## config.mk

```make
export PLATFORM = sky130hd
export DESIGN_NAME = vt_escape_sequence_parser
export DESIGN_NICKNAME = d
export VERILOG_FILES = /design/src/vtp_pkg.sv /design/src/vt_escape_sequence_parser.sv /design/src/vtp_decode.sv /design/src/vtp_result_seq.sv
export SDC_FILE = /design/constraint.sdc
export NUM_CORES = 1
export LEC_CHECK = 0
export ABC_AREA = 0
export BUFFER_PORTS_ARGS = -buffer_cell sky130_fd_sc_hd__clkbuf_2
export CAP_MARGIN = 20
export CORE_MARGIN = 2
export CORE_UTILIZATION = 52
export CTS_CLUSTER_DIAMETER = 100
export DETAILED_ROUTE_END_ITERATION = 6
export MAX_ROUTING_LAYER = met4
export PLACE_DENSITY = 0.79
export SYNTH_ARGS = -nofsm -noshare
export SYNTH_HDL_FRONTEND = slang
export SYNTH_SLANG_ARGS = --single-unit
```

## constraint.sdc

```tcl
create_clock -name clock -period 3.8 [get_ports clock]
set_clock_uncertainty 0.1 [all_clocks]
set_input_delay 0.19 -clock clock [delete_from_list [all_inputs] [get_ports clock]]
set_output_delay 0.19 -clock clock [all_outputs]
set_load 0.01 [all_outputs]
```

## src/vtp_pkg.sv

```systemverilog
// ----------------------------------------------------------------------------
// vtp_pkg
// Codes and types shared by the escape-sequence parser modules.
// ----------------------------------------------------------------------------
`default_nettype none

package vtp_pkg;

   localparam int CHAR_W  = 21;
   localparam int KIND_W  = 4;
   localparam int STATE_W = 4;
   localparam int SLOTS   = 3;

   // parser states
   localparam logic [STATE_W-1:0] ST_GROUND       = 4'd0;
   localparam logic [STATE_W-1:0] ST_ESCAPE       = 4'd1;
   localparam logic [STATE_W-1:0] ST_ESC_INTER    = 4'd2;
   localparam logic [STATE_W-1:0] ST_CSI_ENTRY    = 4'd3;
   localparam logic [STATE_W-1:0] ST_CSI_PARAM    = 4'd4;
   localparam logic [STATE_W-1:0] ST_CSI_INTER    = 4'd5;
   localparam logic [STATE_W-1:0] ST_CSI_IGNORE   = 4'd6;
   localparam logic [STATE_W-1:0] ST_DCS_ENTRY    = 4'd7;
   localparam logic [STATE_W-1:0] ST_DCS_PARAM    = 4'd8;
   localparam logic [STATE_W-1:0] ST_DCS_INTER    = 4'd9;
   localparam logic [STATE_W-1:0] ST_DCS_PASS     = 4'd10;
   localparam logic [STATE_W-1:0] ST_DCS_IGNORE   = 4'd11;
   localparam logic [STATE_W-1:0] ST_OSC_STRING   = 4'd12;
   localparam logic [STATE_W-1:0] ST_SOS_STRING   = 4'd13;

   // action codes
   localparam logic [KIND_W-1:0] ACT_IGNORE    = 4'd0;
   localparam logic [KIND_W-1:0] ACT_EXECUTE   = 4'd1;
   localparam logic [KIND_W-1:0] ACT_PRINT     = 4'd2;
   localparam logic [KIND_W-1:0] ACT_COLLECT   = 4'd3;
   localparam logic [KIND_W-1:0] ACT_PARAM     = 4'd4;
   localparam logic [KIND_W-1:0] ACT_ESC_DISP  = 4'd5;
   localparam logic [KIND_W-1:0] ACT_CSI_DISP  = 4'd6;
   localparam logic [KIND_W-1:0] ACT_CLEAR     = 4'd7;
   localparam logic [KIND_W-1:0] ACT_HOOK      = 4'd8;
   localparam logic [KIND_W-1:0] ACT_PUT       = 4'd9;
   localparam logic [KIND_W-1:0] ACT_UNHOOK    = 4'd10;
   localparam logic [KIND_W-1:0] ACT_OSC_START = 4'd11;
   localparam logic [KIND_W-1:0] ACT_OSC_PUT   = 4'd12;
   localparam logic [KIND_W-1:0] ACT_OSC_END   = 4'd13;

   // all results caused by one request
   typedef struct packed {
      logic [SLOTS-1:0][KIND_W-1:0] kind;
      logic [SLOTS-1:0]             attached;
      logic [CHAR_W-1:0]            code;
      logic [STATE_W-1:0]           state_now;
      logic [1:0]                   count;
   } run_type;

endpackage

`default_nettype wire

```

## src/vt_escape_sequence_parser.sv

```systemverilog
// A VT500-style escape-sequence parser: each request carries one code point,
// which is registered, classified against the current parser state and turned
// into one to three results (exit action, the character's own action, enter
// action), delivered one per cycle while the result port is not stalled, with
// the last flagged. A single-result request passes at one per cycle when not
// stalled; one with more results holds the result register until its last is
// taken. A request reaches the port via the request and result registers.
// ----------------------------------------------------------------------------
// vt_escape_sequence_parser
// Top level: request register, parser state register, decode and results.
// ----------------------------------------------------------------------------
`default_nettype none

module vt_escape_sequence_parser (
   input  wire logic                        clock,
   input  wire logic                        reset,
   input  wire logic                        req_valid,
   output logic                             req_stall,
   input  wire logic [vtp_pkg::CHAR_W-1:0]  req_char_code,
   output logic                             rsp_valid,
   input  wire logic                        rsp_stall,
   output logic [vtp_pkg::KIND_W-1:0]       rsp_action_kind,
   output logic [vtp_pkg::CHAR_W-1:0]       rsp_action_char,
   output logic                             rsp_char_attached,
   output logic [vtp_pkg::STATE_W-1:0]      rsp_parser_state_now,
   output logic                             rsp_last_of_run
);
   import vtp_pkg::*;

   logic               in_valid_ff, in_valid_in;
   logic [CHAR_W-1:0]  in_char_ff;
   logic [STATE_W-1:0] state_ff, state_in;
   logic               run_free;
   logic               in_move;
   logic               req_take;
   run_type            run;

   assign in_move   = in_valid_ff && run_free;
   assign req_stall = in_valid_ff && !run_free;
   assign req_take  = req_valid && !req_stall;

   assign in_valid_in = req_take ? 1'b1 : (in_move ? 1'b0 : in_valid_ff);
   assign state_in    = in_move ? run.state_now : state_ff;

   always_ff @(posedge clock) begin
      if (reset) begin
         in_valid_ff <= 1'b0;
         state_ff    <= ST_GROUND;
      end else begin
         in_valid_ff <= in_valid_in;
         state_ff    <= state_in;
      end
   end

   always_ff @(posedge clock) begin
      if (req_take) in_char_ff <= req_char_code;
   end

   vtp_decode u_decode (
      .state     (state_ff),
      .char_code (in_char_ff),
      .run       (run)
   );

   vtp_result_seq u_result (
      .clock                (clock),
      .reset                (reset),
      .load                 (in_move),
      .run                  (run),
      .run_free             (run_free),
      .rsp_valid            (rsp_valid),
      .rsp_stall            (rsp_stall),
      .rsp_action_kind      (rsp_action_kind),
      .rsp_action_char      (rsp_action_char),
      .rsp_char_attached    (rsp_char_attached),
      .rsp_parser_state_now (rsp_parser_state_now),
      .rsp_last_of_run      (rsp_last_of_run)
   );

endmodule

`default_nettype wire

```

## src/vtp_decode.sv

```systemverilog
// ----------------------------------------------------------------------------
// vtp_decode
// Classifies one character against the current state and lists its actions.
// ----------------------------------------------------------------------------
`default_nettype none

module vtp_decode (
   input  wire logic [vtp_pkg::STATE_W-1:0] state,
   input  wire logic [vtp_pkg::CHAR_W-1:0]  char_code,
   output vtp_pkg::run_type                 run
);
   import vtp_pkg::*;

   logic [7:0]         raw8;
   logic               big;
   logic [7:0]         cc;
   logic               c0x, par, inter, fin;
   logic               any_hit;
   logic [STATE_W-1:0] any_next;
   logic [KIND_W-1:0]  any_act;
   logic               st_hit;
   logic [STATE_W-1:0] st_next;
   logic [KIND_W-1:0]  st_act;
   logic               has_next;
   logic [STATE_W-1:0] nxt;
   logic [KIND_W-1:0]  act;
   logic [KIND_W-1:0]  exit_kind, enter_kind;
   logic [1:0]         n;

   function automatic logic in_rng(input logic [7:0] c, input logic [7:0] lo,
                                   input logic [7:0] hi);
      in_rng = (c >= lo) && (c <= hi);
   endfunction

   // anywhere rules on the raw code point
   always_comb begin
      raw8     = char_code[7:0];
      big      = |char_code[CHAR_W-1:8];
      any_hit  = 1'b0;
      any_next = ST_GROUND;
      any_act  = ACT_IGNORE;
      if (!big) begin
         if (raw8 == 8'h18 || raw8 == 8'h1A || in_rng(raw8, 8'h80, 8'h8F) ||
             in_rng(raw8, 8'h91, 8'h97) || raw8 == 8'h99 || raw8 == 8'h9A) begin
            any_hit = 1'b1;
            any_act = ACT_EXECUTE;
         end else if (raw8 == 8'h9C) begin
            any_hit = 1'b1;
         end else if (raw8 == 8'h1B) begin
            any_hit  = 1'b1;
            any_next = ST_ESCAPE;
         end else if (raw8 == 8'h98 || raw8 == 8'h9E || raw8 == 8'h9F) begin
            any_hit  = 1'b1;
            any_next = ST_SOS_STRING;
         end else if (raw8 == 8'h90) begin
            any_hit  = 1'b1;
            any_next = ST_DCS_ENTRY;
         end else if (raw8 == 8'h9D) begin
            any_hit  = 1'b1;
            any_next = ST_OSC_STRING;
         end else if (raw8 == 8'h9B) begin
            any_hit  = 1'b1;
            any_next = ST_CSI_ENTRY;
         end
      end
   end

   // per-state rules; code points from 0xA0 up fold to 'A'
   always_comb begin
      cc      = (big || raw8 >= 8'hA0) ? 8'h41 : raw8;
      c0x     = (cc <= 8'h17) || (cc == 8'h19) || in_rng(cc, 8'h1C, 8'h1F);
      par     = in_rng(cc, 8'h30, 8'h39) || (cc == 8'h3B);
      inter   = in_rng(cc, 8'h20, 8'h2F);
      fin     = in_rng(cc, 8'h40, 8'h7E);
      st_hit  = 1'b0;
      st_next = ST_GROUND;
      st_act  = ACT_IGNORE;
      case (state)
         ST_ESCAPE: begin
            if (c0x) st_act = ACT_EXECUTE;
            else if (inter) begin
               st_act = ACT_COLLECT; st_hit = 1'b1; st_next = ST_ESC_INTER;
            end else if (cc == 8'h5B) begin
               st_hit = 1'b1; st_next = ST_CSI_ENTRY;
            end else if (cc == 8'h5D) begin
               st_hit = 1'b1; st_next = ST_OSC_STRING;
            end else if (cc == 8'h50) begin
               st_hit = 1'b1; st_next = ST_DCS_ENTRY;
            end else if (cc == 8'h58 || cc == 8'h5E || cc == 8'h5F) begin
               st_hit = 1'b1; st_next = ST_SOS_STRING;
            end else if (in_rng(cc, 8'h30, 8'h7E)) begin
               st_act = ACT_ESC_DISP; st_hit = 1'b1;
            end
         end
         ST_ESC_INTER: begin
            if (c0x) st_act = ACT_EXECUTE;
            else if (inter) st_act = ACT_COLLECT;
            else if (in_rng(cc, 8'h30, 8'h7E)) begin
               st_act = ACT_ESC_DISP; st_hit = 1'b1;
            end
         end
         ST_CSI_ENTRY: begin
            if (c0x) st_act = ACT_EXECUTE;
            else if (fin) begin
               st_act = ACT_CSI_DISP; st_hit = 1'b1;
            end else if (par) begin
               st_act = ACT_PARAM; st_hit = 1'b1; st_next = ST_CSI_PARAM;
            end else if (in_rng(cc, 8'h3C, 8'h3F)) begin
               st_act = ACT_COLLECT; st_hit = 1'b1; st_next = ST_CSI_PARAM;
            end else if (cc == 8'h3A) begin
               st_hit = 1'b1; st_next = ST_CSI_IGNORE;
            end else if (inter) begin
               st_act = ACT_COLLECT; st_hit = 1'b1; st_next = ST_CSI_INTER;
            end
         end
         ST_CSI_PARAM: begin
            if (c0x) st_act = ACT_EXECUTE;
            else if (par) st_act = ACT_PARAM;
            else if (cc == 8'h3A || in_rng(cc, 8'h3C, 8'h3F)) begin
               st_hit = 1'b1; st_next = ST_CSI_IGNORE;
            end else if (inter) begin
               st_act = ACT_COLLECT; st_hit = 1'b1; st_next = ST_CSI_INTER;
            end else if (fin) begin
               st_act = ACT_CSI_DISP; st_hit = 1'b1;
            end
         end
         ST_CSI_INTER: begin
            if (c0x) st_act = ACT_EXECUTE;
            else if (inter) st_act = ACT_COLLECT;
            else if (fin) begin
               st_act = ACT_CSI_DISP; st_hit = 1'b1;
            end else if (in_rng(cc, 8'h30, 8'h3F)) begin
               st_hit = 1'b1; st_next = ST_CSI_IGNORE;
            end
         end
         ST_CSI_IGNORE: begin
            if (c0x) st_act = ACT_EXECUTE;
            else if (fin) st_hit = 1'b1;
         end
         ST_DCS_ENTRY: begin
            if (inter) begin
               st_act = ACT_COLLECT; st_hit = 1'b1; st_next = ST_DCS_INTER;
            end else if (cc == 8'h3A) begin
               st_hit = 1'b1; st_next = ST_DCS_IGNORE;
            end else if (par) begin
               st_act = ACT_PARAM; st_hit = 1'b1; st_next = ST_DCS_PARAM;
            end else if (in_rng(cc, 8'h3C, 8'h3F)) begin
               st_act = ACT_COLLECT; st_hit = 1'b1; st_next = ST_DCS_PARAM;
            end else if (fin) begin
               st_hit = 1'b1; st_next = ST_DCS_PASS;
            end
         end
         ST_DCS_PARAM: begin
            if (par) st_act = ACT_PARAM;
            else if (cc == 8'h3A || in_rng(cc, 8'h3C, 8'h3F)) begin
               st_hit = 1'b1; st_next = ST_DCS_IGNORE;
            end else if (inter) begin
               st_act = ACT_COLLECT; st_hit = 1'b1; st_next = ST_DCS_INTER;
            end else if (fin) begin
               st_hit = 1'b1; st_next = ST_DCS_PASS;
            end
         end
         ST_DCS_INTER: begin
            if (inter) st_act = ACT_COLLECT;
            else if (fin) begin
               st_hit = 1'b1; st_next = ST_DCS_PASS;
            end else if (in_rng(cc, 8'h30, 8'h3F)) begin
               st_hit = 1'b1; st_next = ST_DCS_IGNORE;
            end
         end
         ST_DCS_PASS: begin
            if (c0x || in_rng(cc, 8'h20, 8'h7E)) st_act = ACT_PUT;
            else if (cc == 8'h9C) st_hit = 1'b1;
         end
         ST_DCS_IGNORE, ST_SOS_STRING: begin
            if (cc == 8'h9C) st_hit = 1'b1;
         end
         ST_OSC_STRING: begin
            if (in_rng(cc, 8'h20, 8'h7F)) st_act = ACT_OSC_PUT;
            else if (cc == 8'h9C || cc == 8'h07) st_hit = 1'b1;
         end
         default: begin
            // ground, and any stray code
            if (c0x) st_act = ACT_EXECUTE;
            else if (in_rng(cc, 8'h20, 8'h7F) || in_rng(cc, 8'hA0, 8'hFF))
               st_act = ACT_PRINT;
         end
      endcase
   end

   // order the actions: exit, transition, enter
   always_comb begin
      has_next = any_hit || st_hit;
      nxt      = any_hit ? any_next : st_next;
      act      = any_hit ? any_act  : st_act;

      case (state)
         ST_DCS_PASS:   exit_kind = ACT_UNHOOK;
         ST_OSC_STRING: exit_kind = ACT_OSC_END;
         default:       exit_kind = ACT_IGNORE;
      endcase
      case (nxt)
         ST_ESCAPE, ST_CSI_ENTRY, ST_DCS_ENTRY: enter_kind = ACT_CLEAR;
         ST_DCS_PASS:                           enter_kind = ACT_HOOK;
         ST_OSC_STRING:                         enter_kind = ACT_OSC_START;
         default:                               enter_kind = ACT_IGNORE;
      endcase

      run.kind     = '0;
      run.attached = '0;
      n            = 2'd0;
      if (has_next && exit_kind != ACT_IGNORE) begin
         run.kind[n] = exit_kind;
         n           = n + 2'd1;
      end
      if (act != ACT_IGNORE) begin
         run.kind[n]     = act;
         run.attached[n] = 1'b1;
         n               = n + 2'd1;
      end
      if (has_next && enter_kind != ACT_IGNORE) begin
         run.kind[n] = enter_kind;
         n           = n + 2'd1;
      end
      if (n == 2'd0) begin
         // nothing to do: report a single ignore carrying the character
         run.kind[0]     = ACT_IGNORE;
         run.attached[0] = 1'b1;
         n               = 2'd1;
      end
      run.count     = n;
      run.code      = char_code;
      run.state_now = has_next ? nxt : state;
   end

endmodule

`default_nettype wire

```

## src/vtp_result_seq.sv

```systemverilog
// ----------------------------------------------------------------------------
// vtp_result_seq
// Result register; gives a request's actions one per cycle while not stalled.
// ----------------------------------------------------------------------------
`default_nettype none

module vtp_result_seq (
   input  wire logic                        clock,
   input  wire logic                        reset,
   input  wire logic                        load,
   input  wire vtp_pkg::run_type            run,
   output logic                             run_free,
   output logic                             rsp_valid,
   input  wire logic                        rsp_stall,
   output logic [vtp_pkg::KIND_W-1:0]       rsp_action_kind,
   output logic [vtp_pkg::CHAR_W-1:0]       rsp_action_char,
   output logic                             rsp_char_attached,
   output logic [vtp_pkg::STATE_W-1:0]      rsp_parser_state_now,
   output logic                             rsp_last_of_run
);
   import vtp_pkg::*;

   run_type    run_ff;
   logic       valid_ff, valid_in;
   logic [1:0] idx_ff, idx_in;
   logic       last;
   logic       take;

   assign last     = (idx_ff == (run_ff.count - 2'd1));
   assign take     = valid_ff && !rsp_stall;
   assign run_free = !valid_ff || (take && last);

   always_comb begin
      valid_in = valid_ff;
      idx_in   = idx_ff;
      if (load) begin
         valid_in = 1'b1;
         idx_in   = 2'd0;
      end else if (take) begin
         // advance within the run, drop the run after its last result
         if (last) valid_in = 1'b0;
         else      idx_in   = idx_ff + 2'd1;
      end
   end

   always_ff @(posedge clock) begin
      if (reset) begin
         valid_ff <= 1'b0;
         idx_ff   <= 2'd0;
      end else begin
         valid_ff <= valid_in;
         idx_ff   <= idx_in;
      end
   end

   always_ff @(posedge clock) begin
      if (load) run_ff <= run;
   end

   assign rsp_valid            = valid_ff;
   assign rsp_action_kind      = run_ff.kind[idx_ff];
   assign rsp_char_attached    = run_ff.attached[idx_ff];
   assign rsp_action_char      = run_ff.attached[idx_ff] ? run_ff.code : '0;
   assign rsp_parser_state_now = run_ff.state_now;
   assign rsp_last_of_run      = last;

endmodule

`default_nettype wire

```

After elaboration in Yosys (flattened, before gate mapping):

Index checks and enable logic that the tools add are counted.

* output and inout bits: 33
* flip-flop bits (word level): 71
* input bits: 25
* word-level logic and storage cells: 287

* reductions and logical operators: 57
* muxes and demuxes: 146
* add/subtract/negate cells: 4
* bitwise logic cells: 1
* equal/unequal tests: 42
* order comparisons: 24

Operators with widths (count)
* $mux 4: 66
* $eq 8x8->1 const B: 10
* $mux 1: 51
* $eq 8x7->1 const B: 6
* $pmux 4 s12: 1
* $eq 4x4->1 const B: 8
* $eq 8x5->1 const B: 4
* $ge 8x8->1 const B: 4
* $pmux 4 s7: 1
* $bwmux 12: 2
* $ge 8x6->1 const B: 3
* $le 8x6->1 const B: 3
* $le 8x8->1 const B: 3
* $logic_and 1x1->1: 21
* $mux 21: 1
* $eq 4x3->1 const B: 5
* $logic_or 1x1->1: 19
* $mux 3: 6
* $demux 4 s2: 2
* $eq 8x6->1 const B: 2
* $le 8x5->1 const B: 2
* $le 8x7->1 const B: 2
* $mux 15: 1
* $mux 2: 7
* other kinds (30): 44

Depth between registers and ports, before layout:

Gate-level depths: netlist of run 1.

* depth after elaboration: 24
* depth in mapped cells: 15

Modules after synthesis:

From an unflattened synthesis of run 1, not the netlist that was laid out.

* cell total of the unflattened synthesis: 449
* area total of the unflattened synthesis: 4593.2 µm²

Modules (own cells, without submodules)
* vtp_decode: area each 1976.9 µm², cells each 296, seq. area each 0.0 µm², times used 1
* vtp_result_seq: area each 1745.4 µm², cells each 109, seq. area each 1321.3 µm², times used 1
* vt_escape_sequence_parser: area each 870.8 µm², cells each 44, seq. area each 730.7 µm², times used 1

Worst setup path before layout of run 1:

Ideal clock, no wire load.

* path type: register to register
* from: register in_char_ff[9]
* to: register u_result.run_ff[32] (netlist bit) (data pin)
* clock period less this slack: 3867 ps
* path buffers: 1
* cell stages (with the launch flop): 13
* slack: -67 ps
* library setup time: 284 ps
* data arrival time: 3483 ps
* cell sequence: edfxtp_1 nor4_2 nand4_1 clkbuf_1 or3_1 o311ai_0 a32oi_1 a2111oi_0 nand3_1 ha_1 nand2b_1 mux2i_1 a211oi_1

* longest elaborated chain between the ends: 24
* elaborated cells between the ends (all ways): 183

RTL lines
* from (decl): RTL line vt_escape_sequence_parser.sv:31 `logic [CHAR_W-1:0] in_char_ff;`
* from (signal assigned): RTL line vt_escape_sequence_parser.sv:56 `if (req_take) in_char_ff <= req_char_code;`
* $reduce_or 13->1 (*): RTL line vtp_decode.sv:38 `big = |char_code[CHAR_W-1:8];`
* $logic_or 1x1->1: RTL line vtp_decode.sv:70 `cc = (big || raw8 >= 8'hA0) ? 8'h41 : raw8;`
* $mux 8: RTL line vtp_decode.sv:70
* $ge 8x6->1, or another cell as far along: RTL line vtp_decode.sv:32 `in_rng = (c >= lo) && (c <= hi);`
* $logic_and 1x1->1 / $logic_or 1x1->1 (equally long branches): RTL line vtp_decode.sv:32, vtp_decode.sv:89
* $mux 1 / $logic_or 1x1->1 (equally long branches): RTL line vtp_decode.sv:91, vtp_decode.sv:98, vtp_decode.sv:89
* $mux 1: RTL line vtp_decode.sv:89 `end else if (cc == 8'h58 || cc == 8'h5E || cc == 8'h5F) begin`
* $mux 1: RTL line vtp_decode.sv:87 `end else if (cc == 8'h50) begin`
* [... 8 more ...]
* $add 1x1->2, or another cell as far along: RTL line vtp_decode.sv:219 `n = n + 2'd1;`
* $mux 2 / $logic_and 1x1->1 (equally long branches): RTL line vtp_decode.sv:216, vtp_decode.sv:217
* $lt 2x3->1 (implied by the code), or another cell as far along: RTL line vtp_decode.sv:222 `run.kind[n] = enter_kind;`
* $logic_and 1x1->1 (implied by the code) / $demux 4 s2 (equally long branches)
* $mux 4 (implied by the code) / $bwmux 12 (equally long branches): RTL line vtp_decode.sv:222, vtp_decode.sv:217
* $demux 4 s2 / $mux 15 (equally long branches)
* $bwmux 12: RTL line vtp_decode.sv:222
* $mux 12: RTL line vtp_decode.sv:221 `if (has_next && enter_kind != ACT_IGNORE) begin`
* to (signal assigned): RTL line vtp_result_seq.sv:57 `if (load) run_ff <= run;`
* to (decl): RTL line vtp_result_seq.sv:23 `run_type run_ff;`

Every way passes the cells marked *; elsewhere a longest branch is shown, timed or not.
A chain may end at the register's enable or synchronous reset.

Worst setup path in the final report of run 1:

* from: register in_char_ff[13]
* to: register u_result.run_ff[32] (netlist bit) (data pin)

The elaborated chain is that of the path after synthesis.

==> results.sh, run 1 <==
export IMPL_wl_met2_um=6020
export IMPL_route_antenna_remaining_nets=0
export IMPL_cts_htree_levels=3
export IMPL_num_rows=32
export IMPL_finalWeightedCongestion=1.02
export IMPL_synth_ff_type="edfxtp_1"
export IMPL_path_cells="nor3_1 > nand4_1 > buf_6 > buf_6 > a221o_1 > buf_4 > o22a_1 > nor4_4 > a211oi_2 > inv_1 > buf_4 > ha_2 > nand2b_4 > mux2i_4 > a211oi_1"
export IMPL_cts_root_buf="clkbuf_8"
export IMPL_tritoncts="built"
export IMPL_portBuffers=57
export IMPL_worst_path_max_delay_cell="edfxtp_1"
export IMPL_hold_violations=0
export IMPL_synth_edf_count=61
export IMPL_yosys_area_top_type="edfxtp_1"
export IMPL_crit_family="simple AND/OR/NAND/NOR gates"
export IMPL_required_ns=3.78
export IMPL_final_layout_size_suffix_gt1_frac=0.329
export IMPL_cellLeakagePower_nw=2.03
export IMPL_slew_headroom=0.256
export IMPL_crit_type="register to register"
export IMPL_clock_latency_ns=0.34
export IMPL_mostFrequentLayoutCell="edfxtp_1"
export IMPL_io_pins=58
export IMPL_vias=3874
export IMPL_drv_cap=0
export IMPL_status="finished, final reports clean"
export IMPL_crit_start="in_char_ff[13]$_DFFE_PP_"
export IMPL_grt_usage=0.288
export IMPL_top_layer="met4"
export IMPL_synth_fp_nets=444
export IMPL_drc_errors=0
export IMPL_dr_pass1_iters=5
export IMPL_syn_cell_area_um2=4160
export IMPL_cts_sinks=69
export IMPL_hpwl_um=8610
export IMPL_num_nets_final=560
export IMPL_ys_types=75
export IMPL_finalCriticalPeriod_ns=3.68
export IMPL_cts_clk_slew_worst_paths_ns=0.08
export IMPL_startpoint_type="register"
export IMPL_hold_class="primary input to register"
export IMPL_worst_pin_slew_ns=1.10
export IMPL_areaGrowthSynthToFinish_pct=32.8
export IMPL_grt_pass1_wl_um=18900
export IMPL_drt_initial_drc_count=332
export IMPL_p_per_area_nw_per_um2=326
export IMPL_arrival_ns=3.66
export IMPL_grt_start_max_net_pins=27
export IMPL_drt_total_wl_um=12100
export IMPL_start_util=0.538
export IMPL_synth_seq_area_share=0.479
export IMPL_whs_ns=0.105
export IMPL_final_cell_mix="61 x edfxtp_1, 57 x clkbuf_2, 57 x buf_4, 32 x nand2_1, 30 x nor2_1"
export IMPL_setup_viol=0
export IMPL_slew_violations=0
export IMPL_die_w_um=93.4
export IMPL_holdCritStartpoint="reset"
export IMPL_path_buf_inv=5
export IMPL_dieArea_um2=8730
export IMPL_grt_overflow=0
export IMPL_fin_crit_sh=0.969
export IMPL_cp_max_fo=9
export IMPL_wl_met1_um=4850
export IMPL_antenna_found_initial=0
export IMPL_end_kind="register"
export IMPL_synthArstFlopShare=0
export IMPL_core_um2=7730
export IMPL_cts_buffers=9
export IMPL_final_util=0.715
export IMPL_fmax_mhz=272
export IMPL_critPathMaxStageDelay_ns=0.45
export IMPL_ir_drop_uv=231
export IMPL_syn_avg_cell_area_um2=10.0
export IMPL_cts_max_path_buffers=2
export IMPL_grt_pass1_vias=3708
export IMPL_dieHeight_um=93.4
export IMPL_ys_warn_count=0
export IMPL_wl_met3_um=939
export IMPL_dpl_worst_slack_ns=-0.0819
export IMPL_r2r_start="in_char_ff[13]$_DFFE_PP_"
export IMPL_synthTopCellsByArea="edfxtp_1 44%, dfxtp_1 3.9%, and2_1 3.6%"
export IMPL_routedWlPerCell_um=18.9
export IMPL_diodes=0
export IMPL_synth_top_cell_area_share=0.441
export IMPL_fin_ws_ns=0.119
export IMPL_syn_inst=414
export IMPL_viasPerCell=6.08
export IMPL_ys_ff_latch=69
cells in the mapped netlist, drive strengths merged (2+ instances only):
cell and count:
buf 12, edfxtp 61, nand2 33, nor3b 4, mux2i 9, nand4 6, or2 2, or3 5
a21oi 12, and4 2, nor3 16, o21bai 2, a211oi 6, o21ai 24, nand2b 10, ha 5
a311oi 4, nor2b 12, o41ai 2, o211ai 6, nor4b 5, xnor2 4, a41oi 2, a221o 2
a31o 2, dfxtp 8, o311ai 2, or3b 2, a21o 4, nor2 30, clkbuf 23, nor4 10
and2 24, a32oi 2, a22oi 3, o22ai 2, a2111oi 7, a31oi 8, nand3b 3, nand3 9
and3 2, inv 8
power breakdown:
group | switching, mW | internal (mW)
clock | 0.298 | 0.380
sequential | 0.0213 | 0.864
combinational | 0.131 | 0.107
stage by stage:
stage | cell area [um^2] | power, mW | std cells | TNS, ns
floorplan | 4170 | 1.01 | 414 | 0
global placement | 4860 | 1.09 | 595 | 0
detailed placement | 4860 | 1.10 | 595 | -0.307
CTS | 5340 | 1.80 | 633 | 0
global route | 5520 | 1.86 | 637 | -0.0516
finish | 5520 | 1.80 | 637 | 0
flip-flops by register name, indices dropped and copies added, names as in the netlist:
register and flops:
u_result.idx_ff 2, in_valid_ff 1, state_ff 4, u_result.rsp_valid 1, u_result.rsp_parser_state_now 4, in_char_ff 21, u_result.run_ff 36
per-layer routing:
metal  vias to the layer above  GRT usage
li1                       1803          -
met1                      1853      0.372
met2                       193      0.465
met3                        25     0.0451
met4                         0      0.100
met5                         -          -
logic make-up (layout without fill, tap and decap cells):
group                      after synthesis  count (layout)  synth area share
buffers and inverters                   43             164            0.0457
and+or+nand+nor                        182             182             0.248
adders and majority gates                5               5            0.0150
muxes                                    9               9            0.0217
DFF                                     69              69             0.479
AOI/OAI and AO/OA                      101             101             0.178
xor gates and xnor gates                 5               5            0.0123
path summary, 6_finish.rpt:
path / endpoint / slack, ns / cells past startpoint
setup / recovery: u_result.run_ff[32]$_SDFFCE_PN0P_ / 0.12 / 15
hold / removal: u_result.rsp_valid$_SDFFE_PP0P_ / 0.11 / 2
setup reg to reg: u_result.run_ff[32]$_SDFFCE_PN0P_ / 0.12 / 15
hold reg to reg: u_result.run_ff[14]$_DFFE_PP_ / 0.37 / 0
layout make-up:
class | count | area, um^2
clock buffers | 9 | 124
clock inverters | 7 | 106
fillers | 552 | 2200
inverters | 8 | 30.0
multi-input cells | 302 | 2160
flip-flops and latches | 69 | 1990
well taps | 102 | 128
repair buffers | 140 | 987
what timing repair did:
item                                    in CTS  in global routing
pin swaps                                    0                 10
endpoints found under the setup margin       5                  7
hold buffers                                22                  0
gates resized for setup                      4                 31
endpoints found under the hold margin       22                  0
buffers inserted                             0                  4
worst register-to-register path: cells and delay by family, from the launching register on:
kind | cells | cell delay (ns)
and+or+nand+nor | 4 | 0.97
buffers and inverters | 5 | 0.77
AOI/OAI and AO/OA | 4 | 0.74
DFF | 1 | 0.45
muxes | 1 | 0.20
adders and majority gates | 1 | 0.22
Note: power is estimated with default switching activity, not from simulation.
==> inputs of run 2 (changes only) <==
--- a/config.mk
+++ b/config.mk
@@ -6,14 +6,14 @@
 export NUM_CORES = 1
 export LEC_CHECK = 0
 export ABC_AREA = 0
-export BUFFER_PORTS_ARGS = -buffer_cell sky130_fd_sc_hd__clkbuf_2
 export CAP_MARGIN = 20
 export CORE_MARGIN = 2
-export CORE_UTILIZATION = 52
+export CORE_UTILIZATION = 55
 export CTS_CLUSTER_DIAMETER = 100
 export DETAILED_ROUTE_END_ITERATION = 6
+export DONT_BUFFER_PORTS = 1
 export MAX_ROUTING_LAYER = met4
-export PLACE_DENSITY = 0.79
+export PLACE_DENSITY = 0.76
 export SYNTH_ARGS = -nofsm -noshare
 export SYNTH_HDL_FRONTEND = slang
 export SYNTH_SLANG_ARGS = --single-unit
==> results.sh, run 2 (same netlist as run 1, synthesis figures left out) <==
export IMPL_status="finished, final reports clean"
export IMPL_final_cell_mix="63 x buf_4, 61 x edfxtp_1, 33 x nand2_1, 30 x nor2_1"
export IMPL_fill_cells=493
export IMPL_grt_overflow=0
export IMPL_grt_pass1_vias=3514
export IMPL_wl_met3_um=996
export IMPL_num_rows=31
export IMPL_startpoint_type="register"
export IMPL_crit_type="register to register"
export IMPL_placed_area_um2=4600
export IMPL_core_um2=7290
export IMPL_grt_start_max_net_pins=28
export IMPL_wl_met1_um=4880
export IMPL_drt_initial_drc_count=420
export IMPL_cp_max_fo=10
export IMPL_portBuffers=0
export IMPL_setup_viol=0
export IMPL_drv_cap=0
export IMPL_whs_ns=0.0146
export IMPL_cts_htree_levels=3
export IMPL_antenna_found_initial=0
export IMPL_grt_pass1_wl_um=18300
export IMPL_final_layout_size_suffix_gt1_frac=0.279
export IMPL_reg_largest_list="u_result.run_ff (36), in_char_ff (21)"
export IMPL_largest_reg_flops=36
export IMPL_slew_violations=0
export IMPL_tritoncts="built"
export IMPL_die_w_um=90.9
export IMPL_fmax_mhz=270
export IMPL_end_kind="register"
export IMPL_cts_buffers=9
export IMPL_final_util=0.736
export IMPL_hold_violations=0
export IMPL_worst_path_max_delay_cell="edfxtp_1"
export IMPL_path_buf_inv=5
export IMPL_route_antenna_remaining_nets=0
export IMPL_ir_drop_uv=183
export IMPL_cts_root_buf="clkbuf_8"
export IMPL_design_area_um2=5370
export IMPL_p_per_area_nw_per_um2=318
export IMPL_vias=3795
export IMPL_hpwl_um=7990
export IMPL_areaGrowthSynthToFinish_pct=29.1
export IMPL_viasPerCell=6.48
export IMPL_drt_total_wl_um=12100
export IMPL_arrival_ns=3.68
export IMPL_hold_class="primary input to register"
export IMPL_drc_errors=0
export IMPL_finalCriticalPeriod_ns=3.70
export IMPL_critPathMaxStageDelay_ns=0.43
export IMPL_worst_pin_slew_ns=0.765
export IMPL_routedWlPerCell_um=20.7
export IMPL_start_util=0.570
export IMPL_cts_sinks=69
export IMPL_wl_met2_um=5880
export IMPL_dr_pass1_iters=5
export IMPL_largest_register="u_result.run_ff"
export IMPL_dieHeight_um=90.9
export IMPL_cts_max_path_buffers=2
export IMPL_mostFrequentLayoutCell="buf_4"
export IMPL_num_nets_final=512
export IMPL_cts_clk_slew_worst_paths_ns=0.07
export IMPL_grt_usage=0.291
export IMPL_dieArea_um2=8270
export IMPL_top_layer="met4"
export IMPL_finalWeightedCongestion=1.03
export IMPL_crit_family="compound AO/OA/AOI/OAI gates"
export IMPL_cellLeakagePower_nw=1.85
export IMPL_io_pins=58
export IMPL_clock_latency_ns=0.35
export IMPL_required_ns=3.78
export IMPL_diodes=0
export IMPL_slew_headroom=0.486
export IMPL_path_cells="nor4_2 > buf_4 > nand4_1 > buf_6 > buf_12 > buf_6 > a221o_1 > o22a_1 > a41o_1 > nand2_1 > o21bai_4 > buf_4 > a21oi_1 > a211oi_2"
export IMPL_fin_crit_sh=0.974
[run 2: changes by cell type in the layout (fill, tap and decap cells not counted), moves of 2 or more]
cell      change
buf_4         +6
a211oi_1      -2
clkinv_2      +2
a211oi_2      +2
clkbuf_2     -57
[run 2: layout make-up]
| class | count | area [um^2] | share of cell area |
|---|---|---|---|
| inverters | 8 | 32.5 | 0.00606 |
| well taps | 99 | 124 | 0.0231 |
| repair buffers | 92 | 788 | 0.147 |
| multi-input cells | 302 | 2230 | 0.416 |
| flip-flops and latches | 69 | 1990 | 0.371 |
| clock inverters | 7 | 73.8 | 0.0138 |
| clock buffers | 9 | 124 | 0.0231 |
[run 2: final timing paths]
path	start	endpoint	slack [ns]	cells past startpoint
max	in_char_ff[20]$_DFFE_PP_	u_result.run_ff[30]$_SDFFCE_PN0P_	0.1	14
min	rsp_stall	u_result.idx_ff[1]$_SDFFE_PP0P_	0.01	3
max reg2reg	in_char_ff[20]$_DFFE_PP_	u_result.run_ff[30]$_SDFFCE_PN0P_	0.1	14
min reg2reg	in_char_ff[15]$_DFFE_PP_	u_result.run_ff[21]$_DFFE_PP_	0.37	0
[run 2: where the power goes]
part | internal (mW) | total [mW] | leakage (nW) | switching (mW)
Combinational | 0.0943 | 0.220 | 1.10 | 0.126
Sequential | 0.864 | 0.887 | 0.647 | 0.0233
Clock | 0.305 | 0.600 | 0.0996 | 0.295
Total | 1.26 | 1.71 | 1.85 | 0.444
[run 2: worst reg2reg max path, stage by stage (launching register included)]
cell	delay [ns]
edfxtp_1	0.43
nor4_2	0.30
buf_4	0.18
nand4_1	0.09
buf_6	0.16
buf_12	0.12
buf_6	0.13
a221o_1	0.30
o22a_1	0.28
a41o_1	0.32
nand2_1	0.29
o21bai_4	0.13
buf_4	0.17
a21oi_1	0.28
a211oi_2	0.14
[run 2: through the flow]
step,std cells,TNS (ns),power (mW),setup WS [ns]
detailed placement,538,-0.0504,1.07,-0.0392
CTS,577,0,1.68,0.0293
global route,586,-0.263,1.76,-0.0734
global placement,538,0,1.07,0.0994
floorplan,414,0,1.01,0.00273
finish,586,0,1.71,0.0970
[run 2: routing by layer]
metal  GRT usage  up-vias
li1            -     1710
met1       0.375     1822
met2       0.457      216
met3      0.0656       47
met4       0.104        0
met5           -        -
[run 2: repair_timing]
action                                 in CTS  in global routing
endpoints found under the hold margin      29                  0
setup endpoints to repair                   5                  5
resized for setup                           3                 47
pin swaps                                   0                 13
hold buffers                               23                  0
buffers inserted                            0                  9
